$ cat src/rtl/mpt_pkg.sv
// shared types and codes of the memory partition table
`default_nettype none
package mpt_pkg;

  localparam logic [1:0] OP_ADD      = 2'd0;
  localparam logic [1:0] OP_REMOVE   = 2'd1;
  localparam logic [1:0] OP_CLEAR    = 2'd2;
  localparam logic [1:0] OP_RESERVED = 2'd3;

  localparam logic [1:0] ST_OK      = 2'd0;
  localparam logic [1:0] ST_INVALID = 2'd1;
  localparam logic [1:0] ST_NOSPACE = 2'd2;
  localparam logic [1:0] ST_NOMATCH = 2'd3;

  localparam logic [4:0] LIMIT_RESET = 5'd16;

  typedef struct packed {
    logic [1:0]  operation;
    logic [31:0] base_address;
    logic [31:0] region_length;
    logic [31:0] access_bits;
  } mpt_req_t;

  typedef struct packed {
    logic [1:0] status;
    logic [3:0] slot_index;
    logic [4:0] used_count;
  } mpt_rsp_t;

  typedef struct packed {
    logic [31:0] base;
    logic [31:0] length;
    logic [31:0] access;
  } mpt_entry_t;

endpackage
`default_nettype wire

$ cat src/rtl/memory_partition_table_top.sv
// memory partition table top level: slot limit register, sequencer and slot storage
`default_nettype none
// Partition table of SLOTS entries held in a synchronous RAM. A request is taken
// when start_i is high and busy_o is low; its result appears on rsp_o for one
// cycle with done_o high and must be taken then. Add and remove walk the RAM one
// slot per cycle through its single read port, scanning up to all SLOTS slots,
// and finish early when a remove matches or an add hits an overlap. Clear, an
// unknown operation and an add rejected for zero length or wraparound give their
// result in the next cycle. busy_o drops in the cycle that shows the result, so
// a new request can be taken there. Slot limit writes are registered; the user
// must make them only while idle, which the block itself does not enforce.
module memory_partition_table_top
  import mpt_pkg::*;
#(
  parameter int SLOTS = 16
) (
  input  wire logic       clk_i,
  input  wire logic       rst_ni,
  input  wire logic       start_i,
  output logic            busy_o,
  input  wire mpt_req_t   req_i,
  output logic            done_o,
  output mpt_rsp_t        rsp_o,
  input  wire logic       cfg_we_i,
  input  wire logic [4:0] cfg_wdata_i
);

  localparam int IDX_W = (SLOTS > 1) ? $clog2(SLOTS) : 1;

  logic [4:0]       limit_q;
  logic             rd_en, wr_en;
  logic [IDX_W-1:0] rd_addr, wr_addr;
  mpt_entry_t       rd_data, wr_data;

  always_ff @(posedge clk_i or negedge rst_ni) begin
    if (!rst_ni) begin
      limit_q <= LIMIT_RESET;
    end else if (cfg_we_i) begin
      limit_q <= cfg_wdata_i;
    end
  end

  mpt_scan_ctrl #(
    .SLOTS (SLOTS),
    .IDX_W (IDX_W)
  ) u_ctrl (
    .clk_i     (clk_i),
    .rst_ni    (rst_ni),
    .start_i   (start_i),
    .busy_o    (busy_o),
    .req_i     (req_i),
    .limit_i   (limit_q),
    .done_o    (done_o),
    .rsp_o     (rsp_o),
    .rd_en_o   (rd_en),
    .rd_addr_o (rd_addr),
    .rd_data_i (rd_data),
    .wr_en_o   (wr_en),
    .wr_addr_o (wr_addr),
    .wr_data_o (wr_data)
  );

  mpt_slot_mem #(
    .DEPTH  (SLOTS),
    .ADDR_W (IDX_W)
  ) u_mem (
    .clk_i     (clk_i),
    .rd_en_i   (rd_en),
    .rd_addr_i (rd_addr),
    .rd_data_o (rd_data),
    .wr_en_i   (wr_en),
    .wr_addr_i (wr_addr),
    .wr_data_i (wr_data)
  );

endmodule
`default_nettype wire

$ cat src/rtl/mpt_slot_mem.sv
// slot table storage: one write port, one registered read port
`default_nettype none
module mpt_slot_mem
  import mpt_pkg::*;
#(
  parameter int DEPTH  = 16,
  parameter int ADDR_W = 4
) (
  input  wire logic              clk_i,
  input  wire logic              rd_en_i,
  input  wire logic [ADDR_W-1:0] rd_addr_i,
  output mpt_entry_t             rd_data_o,
  input  wire logic              wr_en_i,
  input  wire logic [ADDR_W-1:0] wr_addr_i,
  input  wire mpt_entry_t        wr_data_i
);

  mpt_entry_t mem_q [DEPTH];
  mpt_entry_t rd_data_q;

  always_ff @(posedge clk_i) begin
    if (wr_en_i) begin
      mem_q[wr_addr_i] <= wr_data_i;
    end
  end

  always_ff @(posedge clk_i) begin
    if (rd_en_i) begin
      rd_data_q <= mem_q[rd_addr_i];
    end
  end

  assign rd_data_o = rd_data_q;

endmodule
`default_nettype wire

$ cat src/rtl/mpt_scan_ctrl.sv
// request sequencer: slot scan, overlap and match checks, valid bits and count
`default_nettype none
module mpt_scan_ctrl
  import mpt_pkg::*;
#(
  parameter int SLOTS  = 16,
  parameter int IDX_W  = 4
) (
  input  wire logic             clk_i,
  input  wire logic             rst_ni,
  input  wire logic             start_i,
  output logic                  busy_o,
  input  wire mpt_req_t         req_i,
  input  wire logic [4:0]       limit_i,
  output logic                  done_o,
  output mpt_rsp_t              rsp_o,
  output logic                  rd_en_o,
  output logic [IDX_W-1:0]      rd_addr_o,
  input  wire mpt_entry_t       rd_data_i,
  output logic                  wr_en_o,
  output logic [IDX_W-1:0]      wr_addr_o,
  output mpt_entry_t            wr_data_o
);

  localparam int LIM_W = $clog2(SLOTS + 1);
  localparam int CW    = (LIM_W > 5) ? LIM_W : 5;
  localparam int XW    = (IDX_W > 4) ? IDX_W : 4;
  localparam logic [IDX_W-1:0] LAST_IDX = IDX_W'(SLOTS - 1);

  typedef enum logic {
    S_IDLE,
    S_SCAN
  } state_e;

  state_e               state_q;
  mpt_req_t             req_q;
  logic [IDX_W-1:0]     addr_q;
  logic                 last_iss_q;
  logic                 cmp_vld_q;
  logic [IDX_W-1:0]     cmp_idx_q;
  logic                 free_found_q;
  logic [IDX_W-1:0]     free_idx_q;
  logic [SLOTS-1:0]     valid_q;
  logic [LIM_W-1:0]     occ_q;
  logic                 done_q;
  mpt_rsp_t             rsp_q;

  logic [CW-1:0]        lim_ext, eff_lim;
  logic                 in_lim, used;
  logic [31:0]          req_end, ent_end;
  logic                 overlap, match, free_here, last_cmp, finish;
  logic                 free_avail;
  logic [IDX_W-1:0]     free_sel;
  logic [32:0]          add_sum;
  logic                 add_bad;
  logic                 accept;

  function automatic logic [3:0] idx4(input logic [IDX_W-1:0] idx);
    logic [XW-1:0] ext;
    ext = XW'(idx);
    return ext[3:0];
  endfunction

  function automatic logic [4:0] cnt5(input logic [LIM_W-1:0] cnt);
    logic [CW-1:0] ext;
    ext = CW'(cnt);
    return ext[4:0];
  endfunction

  assign busy_o = (state_q != S_IDLE);
  assign accept = start_i && !busy_o;

  // limits above the built slot count saturate
  assign lim_ext = CW'(limit_i);
  assign eff_lim = (lim_ext > CW'(SLOTS)) ? CW'(SLOTS) : lim_ext;
  assign in_lim  = (CW'(cmp_idx_q) < eff_lim);
  assign used    = valid_q[cmp_idx_q];

  assign add_sum = {1'b0, req_i.base_address} + {1'b0, req_i.region_length};
  assign add_bad = (req_i.region_length == 32'd0) || add_sum[32];

  assign req_end = req_q.base_address + req_q.region_length;
  assign ent_end = rd_data_i.base + rd_data_i.length;

  // overlap scan covers every used slot, the limit only bounds placing and removal
  assign overlap   = cmp_vld_q && used && (req_end > rd_data_i.base) &&
                     (ent_end > req_q.base_address);
  assign match     = cmp_vld_q && used && in_lim &&
                     (rd_data_i.base == req_q.base_address) &&
                     (rd_data_i.length == req_q.region_length);
  assign free_here = cmp_vld_q && !used && in_lim;
  assign last_cmp  = cmp_vld_q && (cmp_idx_q == LAST_IDX);

  always_comb begin
    if (req_q.operation == OP_ADD) begin
      finish = overlap || last_cmp;
    end else begin
      finish = match || last_cmp;
    end
    finish = finish && (state_q == S_SCAN);
  end

  assign free_avail = free_found_q || free_here;
  assign free_sel   = free_found_q ? free_idx_q : cmp_idx_q;

  assign rd_en_o   = (state_q == S_SCAN) && !last_iss_q;
  assign rd_addr_o = addr_q;

  assign wr_en_o   = finish && (req_q.operation == OP_ADD) && !overlap && free_avail;
  assign wr_addr_o = free_sel;
  assign wr_data_o = '{base:   req_q.base_address,
                       length: req_q.region_length,
                       access: req_q.access_bits};

  always_ff @(posedge clk_i or negedge rst_ni) begin
    if (!rst_ni) begin
      state_q      <= S_IDLE;
      req_q        <= '0;
      addr_q       <= '0;
      last_iss_q   <= 1'b0;
      cmp_vld_q    <= 1'b0;
      cmp_idx_q    <= '0;
      free_found_q <= 1'b0;
      free_idx_q   <= '0;
      valid_q      <= '0;
      occ_q        <= '0;
      done_q       <= 1'b0;
      rsp_q        <= '0;
    end else begin
      done_q <= 1'b0;
      case (state_q)
        S_IDLE: begin
          if (accept) begin
            req_q        <= req_i;
            addr_q       <= '0;
            last_iss_q   <= 1'b0;
            cmp_vld_q    <= 1'b0;
            free_found_q <= 1'b0;
            case (req_i.operation)
              OP_ADD: begin
                if (add_bad) begin
                  done_q <= 1'b1;
                  rsp_q  <= '{status: ST_INVALID, slot_index: 4'd0,
                              used_count: cnt5(occ_q)};
                end else begin
                  state_q <= S_SCAN;
                end
              end
              OP_REMOVE: begin
                state_q <= S_SCAN;
              end
              OP_CLEAR: begin
                valid_q <= '0;
                occ_q   <= '0;
                done_q  <= 1'b1;
                rsp_q   <= '{status: ST_OK, slot_index: 4'd0, used_count: 5'd0};
              end
              default: begin
                done_q <= 1'b1;
                rsp_q  <= '{status: ST_INVALID, slot_index: 4'd0,
                            used_count: cnt5(occ_q)};
              end
            endcase
          end
        end
        S_SCAN: begin
          // one read issued and one entry compared per cycle
          cmp_vld_q <= rd_en_o;
          cmp_idx_q <= addr_q;
          if (rd_en_o) begin
            if (addr_q == LAST_IDX) begin
              last_iss_q <= 1'b1;
            end else begin
              addr_q <= addr_q + 1'b1;
            end
          end
          if (free_here && !free_found_q) begin
            free_found_q <= 1'b1;
            free_idx_q   <= cmp_idx_q;
          end
          if (finish) begin
            state_q   <= S_IDLE;
            cmp_vld_q <= 1'b0;
            done_q    <= 1'b1;
            if (req_q.operation == OP_ADD) begin
              if (overlap) begin
                rsp_q <= '{status: ST_INVALID, slot_index: 4'd0,
                           used_count: cnt5(occ_q)};
              end else if (free_avail) begin
                valid_q[free_sel] <= 1'b1;
                occ_q             <= occ_q + 1'b1;
                rsp_q <= '{status: ST_OK, slot_index: idx4(free_sel),
                           used_count: cnt5(occ_q + 1'b1)};
              end else begin
                rsp_q <= '{status: ST_NOSPACE, slot_index: 4'd0,
                           used_count: cnt5(occ_q)};
              end
            end else begin
              if (match) begin
                valid_q[cmp_idx_q] <= 1'b0;
                occ_q              <= occ_q - 1'b1;
                rsp_q <= '{status: ST_OK, slot_index: idx4(cmp_idx_q),
                           used_count: cnt5(occ_q - 1'b1)};
              end else begin
                rsp_q <= '{status: ST_NOMATCH, slot_index: 4'd0,
                           used_count: cnt5(occ_q)};
              end
            end
          end
        end
        default: begin
          state_q <= S_IDLE;
        end
      endcase
    end
  end

  assign done_o = done_q;
  assign rsp_o  = rsp_q;

  a_count_tracks_valid: assert property (@(posedge clk_i) disable iff (!rst_ni)
    32'(occ_q) == $countones(valid_q))
    else $error("used count differs from number of valid slots");

  a_no_overwrite: assert property (@(posedge clk_i) disable iff (!rst_ni)
    wr_en_o |-> !valid_q[wr_addr_o])
    else $error("add writes a slot that is in use");

  a_fail_index_zero: assert property (@(posedge clk_i) disable iff (!rst_ni)
    (done_o && rsp_o.status != ST_OK) |-> rsp_o.slot_index == 4'd0)
    else $error("failed request reports a slot index");

  a_no_result_in_scan: assert property (@(posedge clk_i) disable iff (!rst_ni)
    (state_q == S_SCAN) |-> !done_o)
    else $error("result strobe while a scan is running");

  a_scan_after_remove: assert property (@(posedge clk_i) disable iff (!rst_ni)
    (accept && req_i.operation == OP_REMOVE) |=> busy_o)
    else $error("remove request did not start a scan");

endmodule
`default_nettype wire

$ cat config.mk
export PLATFORM = sky130hd
export DESIGN_NAME = memory_partition_table_top
export DESIGN_NICKNAME = d
export VERILOG_FILES = /design/src/rtl/mpt_pkg.sv /design/src/rtl/memory_partition_table_top.sv /design/src/rtl/mpt_slot_mem.sv /design/src/rtl/mpt_scan_ctrl.sv
export SDC_FILE = /design/constraint.sdc
export NUM_CORES = 2
export LEC_CHECK = 0
export ABC_AREA = 1
export BUFFER_PORTS_ARGS = -buffer_cell sky130_fd_sc_hd__buf_4
export CAP_MARGIN = 0
export CORE_ASPECT_RATIO = 0.8
export CORE_MARGIN = 2
export CORE_UTILIZATION = 30
export CTS_CLUSTER_SIZE = 40
export DETAILED_ROUTE_END_ITERATION = 10
export PLACE_DENSITY = 0.41
export SKIP_CTS_REPAIR_TIMING = 1
export SLEW_MARGIN = 0
export SYNTH_ARGS = -nofsm -noshare
export SYNTH_HDL_FRONTEND = slang
export SYNTH_SLANG_ARGS = --single-unit
$ cat constraint.sdc
create_clock -name clk_i -period 10.85 [get_ports clk_i]
set_input_delay 1.6275 -clock clk_i [delete_from_list [all_inputs] [get_ports clk_i]]
set_output_delay 1.6275 -clock clk_i [all_outputs]
set_load 0.02 [all_outputs]
==> metrics.md <==
| Metric | Value |
|---|---|
| Core box area | `0.1773 mm^2` |
| VDD IR max | `0.1506 mV` |
| Sequential element share of the synthesized area | `66.52%` |
| DR DRC count | `0` |
| Largest net degree at the start of global routing | `121` |
| Max_cap viols | `0` |
| DP Cell Count | `7,026` |
| Crit share post-route | `72.27%` |
| # rows | `138` |
| Post-DP HPWL | `110,500 um` |
| Top sig layer | `met4` |
| Post-route ant nets | `0` |
| Final Skew | `29.19 ps` |
| Final hold violation count | `0` |
| Initial Util | `30.24%` |
| Via density | `5.067` |
| Fin. max-slew vios | `0` |
| Share of the synthesized area in the top cell type | `60.92%` |
| Routed Wire Length | `184,400 um` |
| Area Growth Syn to Fin | `13.92%` |
| Syn Area/Cell | `11.37 um^2` |
| Worst Setup Start Kind | `flip-flop` |
| Clock tree buffer depth | `3` |
| Nets | `5,040` |
| Die area | `0.1822 mm^2` |
| Largest area contributor in the netlist | `edfxtp_1` |
| Fmax | `0.1275 GHz` |
| Final cell count without fillers | `7,252` |
| CTS tree | `yes` |
| Initial antenna violation count | `10` |
| CP dominant cell by count | `nand2_1` |
| Htree depth | `3` |
| Critical path type | `reg2reg` |
| RD Place Congestion | `0.9157` |
| Slew of the pin with the lowest slew margin | `1077 ps` |
| Seq cells post-synth | `1,208` |
| Layout cells sized above 1 | `8.114%` |
| First-pass GRT wire length | `263,100 um` |
| Worst setup margin | `3009 ps` |
| Die height | `382.2 um` |
| Critical Path Fanout Max | `38` |
| Top-count cell post-synth | `edfxtp_1` |
| CP max stage delay | `770 ps` |
| Commonest cells in the netlist | `edfxtp_1 (1,088), nand2_1 (949), o21ai_0 (472)` |
| P_leak | `22.15 nW` |
| Pwr/cell area | `283.9 mW/mm^2` |
| Dpl cell area | `0.05718 mm^2` |
| DP Worst Slack | `3075 ps` |
| CTS Buf Count | `120` |
| CP required | `11,260 ps` |
| Port Buf Inserts | `87` |
| Slowest-stage cell, CP | `buf_4` |
| Setup TNS | `0 ps` |
| GRT Overall Usage | `19.87%` |
| Hold WC Path Type | `reg2reg` |
| Final min period | `7841 ps` |
| Max_slew headroom | `28.22%` |
| Synthesized cell area | `0.05363 mm^2` |
| DR WL met2 | `81,180 um` |
| WL per Instance | `25.43 um` |
| Clk pin slew, worst setup/hold paths | `60 ps` |
| Wire length on met1 | `91,390 um` |
| Post-Synthesis Cells | `4,717` |
| Number of synthesized flops with an enable pin | `1,088` |
| Yosys warnings | `0` |
| Synth unique cells | `54` |
| RSZ-0062 raised after global routing | `no` |
| CTS Sinks | `1,208` |
| Synth Flop Type | `edfxtp_1` |
| Area contributors post-synth | `edfxtp_1 (61%), nand2_1 (6.6%), dfrtp_1 (5.6%)` |
| Vias in the first global route | `35,360` |
| Global route total overflow | `0` |
| Final Cell Area | `0.06110 mm^2` |
| Vias | `36,750` |
| First-pass iteration count of the detailed router | `5` |
| Clk root buf | `clkbuf_16` |
| Die Width | `476.7 um` |
| Worst skew pair latency | `780 ps` |
| Worst Setup End Kind | `flip-flop` |
| Initial drt markers | `3,497` |
| # IOs | `120` |
| Crit path DAT | `8250 ps` |
| Mapped Nets | `4,989` |
| Final setup vio count | `0` |
| Outcome | `finished, final reports clean` |
| Ys async rst share | `9.934%` |
| Met3 WL | `7804 um` |
-- power by group --
group          internal (mW)  switching, mW  total, mW
Sequential              5.97          0.931       6.90
Clock                   2.37           1.85       4.22
Combinational           1.93           4.30       6.22
Total                   10.3           7.08       17.3
-- final timing paths --
path	startpoint	cells after the start	slack, ps	end
worst min register to register	u_ctrl.free_idx_q[3]	2	480	u_ctrl.free_idx_q[3]
worst max register to register	u_ctrl.wr_data_o[64]	26	3010	u_mem.mem_q[5][95]
worst max-delay path	u_ctrl.wr_data_o[64]	26	3010	u_mem.mem_q[5][95]
min in group asynchronous	rst_ni	1	900	u_ctrl.rsp_o[6]
max in group asynchronous	rst_ni	2	8620	u_ctrl.rd_addr_o[3]
worst min-delay path	u_ctrl.free_idx_q[3]	2	480	u_ctrl.free_idx_q[3]
-- flip-flops by register name (all words and copies together), names as in the netlist --
name                 cells
u_ctrl.valid_q          16
u_mem.rd_data_o         64
u_ctrl.cmp_idx_q         4
u_ctrl.rd_addr_o         4
u_ctrl.free_found_q      1
u_ctrl.rsp_o            11
u_ctrl.cmp_vld_q         1
u_ctrl.req_q             2
u_ctrl.free_idx_q        4
u_mem.mem_q           1024
u_ctrl.wr_data_o        64
u_ctrl.occ_q             5
limit_q                  5
u_ctrl.done_o            1
u_ctrl.last_iss_q        1
u_ctrl.busy_o            1
-- area by class of cell --
cell class	instances	area [um^2]
multi-input combinational	3062	16370
antenna	4	10.01
sequential	1208	35690
tap	2380	2978
timing repair buffer	165	1330
fill	17710	116200
inverter	211	812.0
clock buffer	171	3286
clock inverter	51	620.6
-- metal layers --
metal / track usage (%) / vias up
met3: 2.321 / 212
met2: 30.45 / 902
met1: 29.85 / 18530
li1: - / 17110
met5: 0 / -
met4: 4.691 / 0
-- worst max-delay path: cells and delay by family (launching register included) --
family                     cells  cell delay [ps]
AOI/OAI and AO/OA              5             1220
adders and majority gates      3              990
DFF                            1              750
buffers and inverters          4             1620
xor gates and xnor gates       1               90
and+or+nand+nor               13             2690
-- metrics by stage --
stage	util, %	hold WS, ps	power, mW
6_report	34.46	481.7	17.34
5_1_grt	34.45	510.9	18.46
2_1_floorplan	-	442.6	10.63
4_1_cts	34.45	483.1	17.43
3_5_place_dp	32.25	467.6	13.18
3_3_place_gp	32.25	463.6	13.20
-- kinds of logic after synthesis --
kind of cell	after synthesis	synth area share, %
xor gates and xnor gates	125	2.041
adders and majority gates	165	3.877
muxes	3	0.06299
AOI/OAI and AO/OA	1066	11.28
and+or+nand+nor	1703	12.98
DFF	1208	66.52
buffers and inverters	447	3.233
-- placed cells by master (no fill, tap or decap), types with 82 or more instances in the layout --
cell type,synthesis,layout
nor2_1,448,429
xor2_1,84,84
a21oi_1,326,326
nand2_1,949,948
inv_1,204,201
edfxtp_1,1088,1088
nand3_1,164,164
buf_4,5,157
o22ai_1,82,82
clkbuf_16,0,121
ha_1,163,163
o21ai_0,472,472
dfrtp_1,119,115
Power figures use the tool's default switching activity.
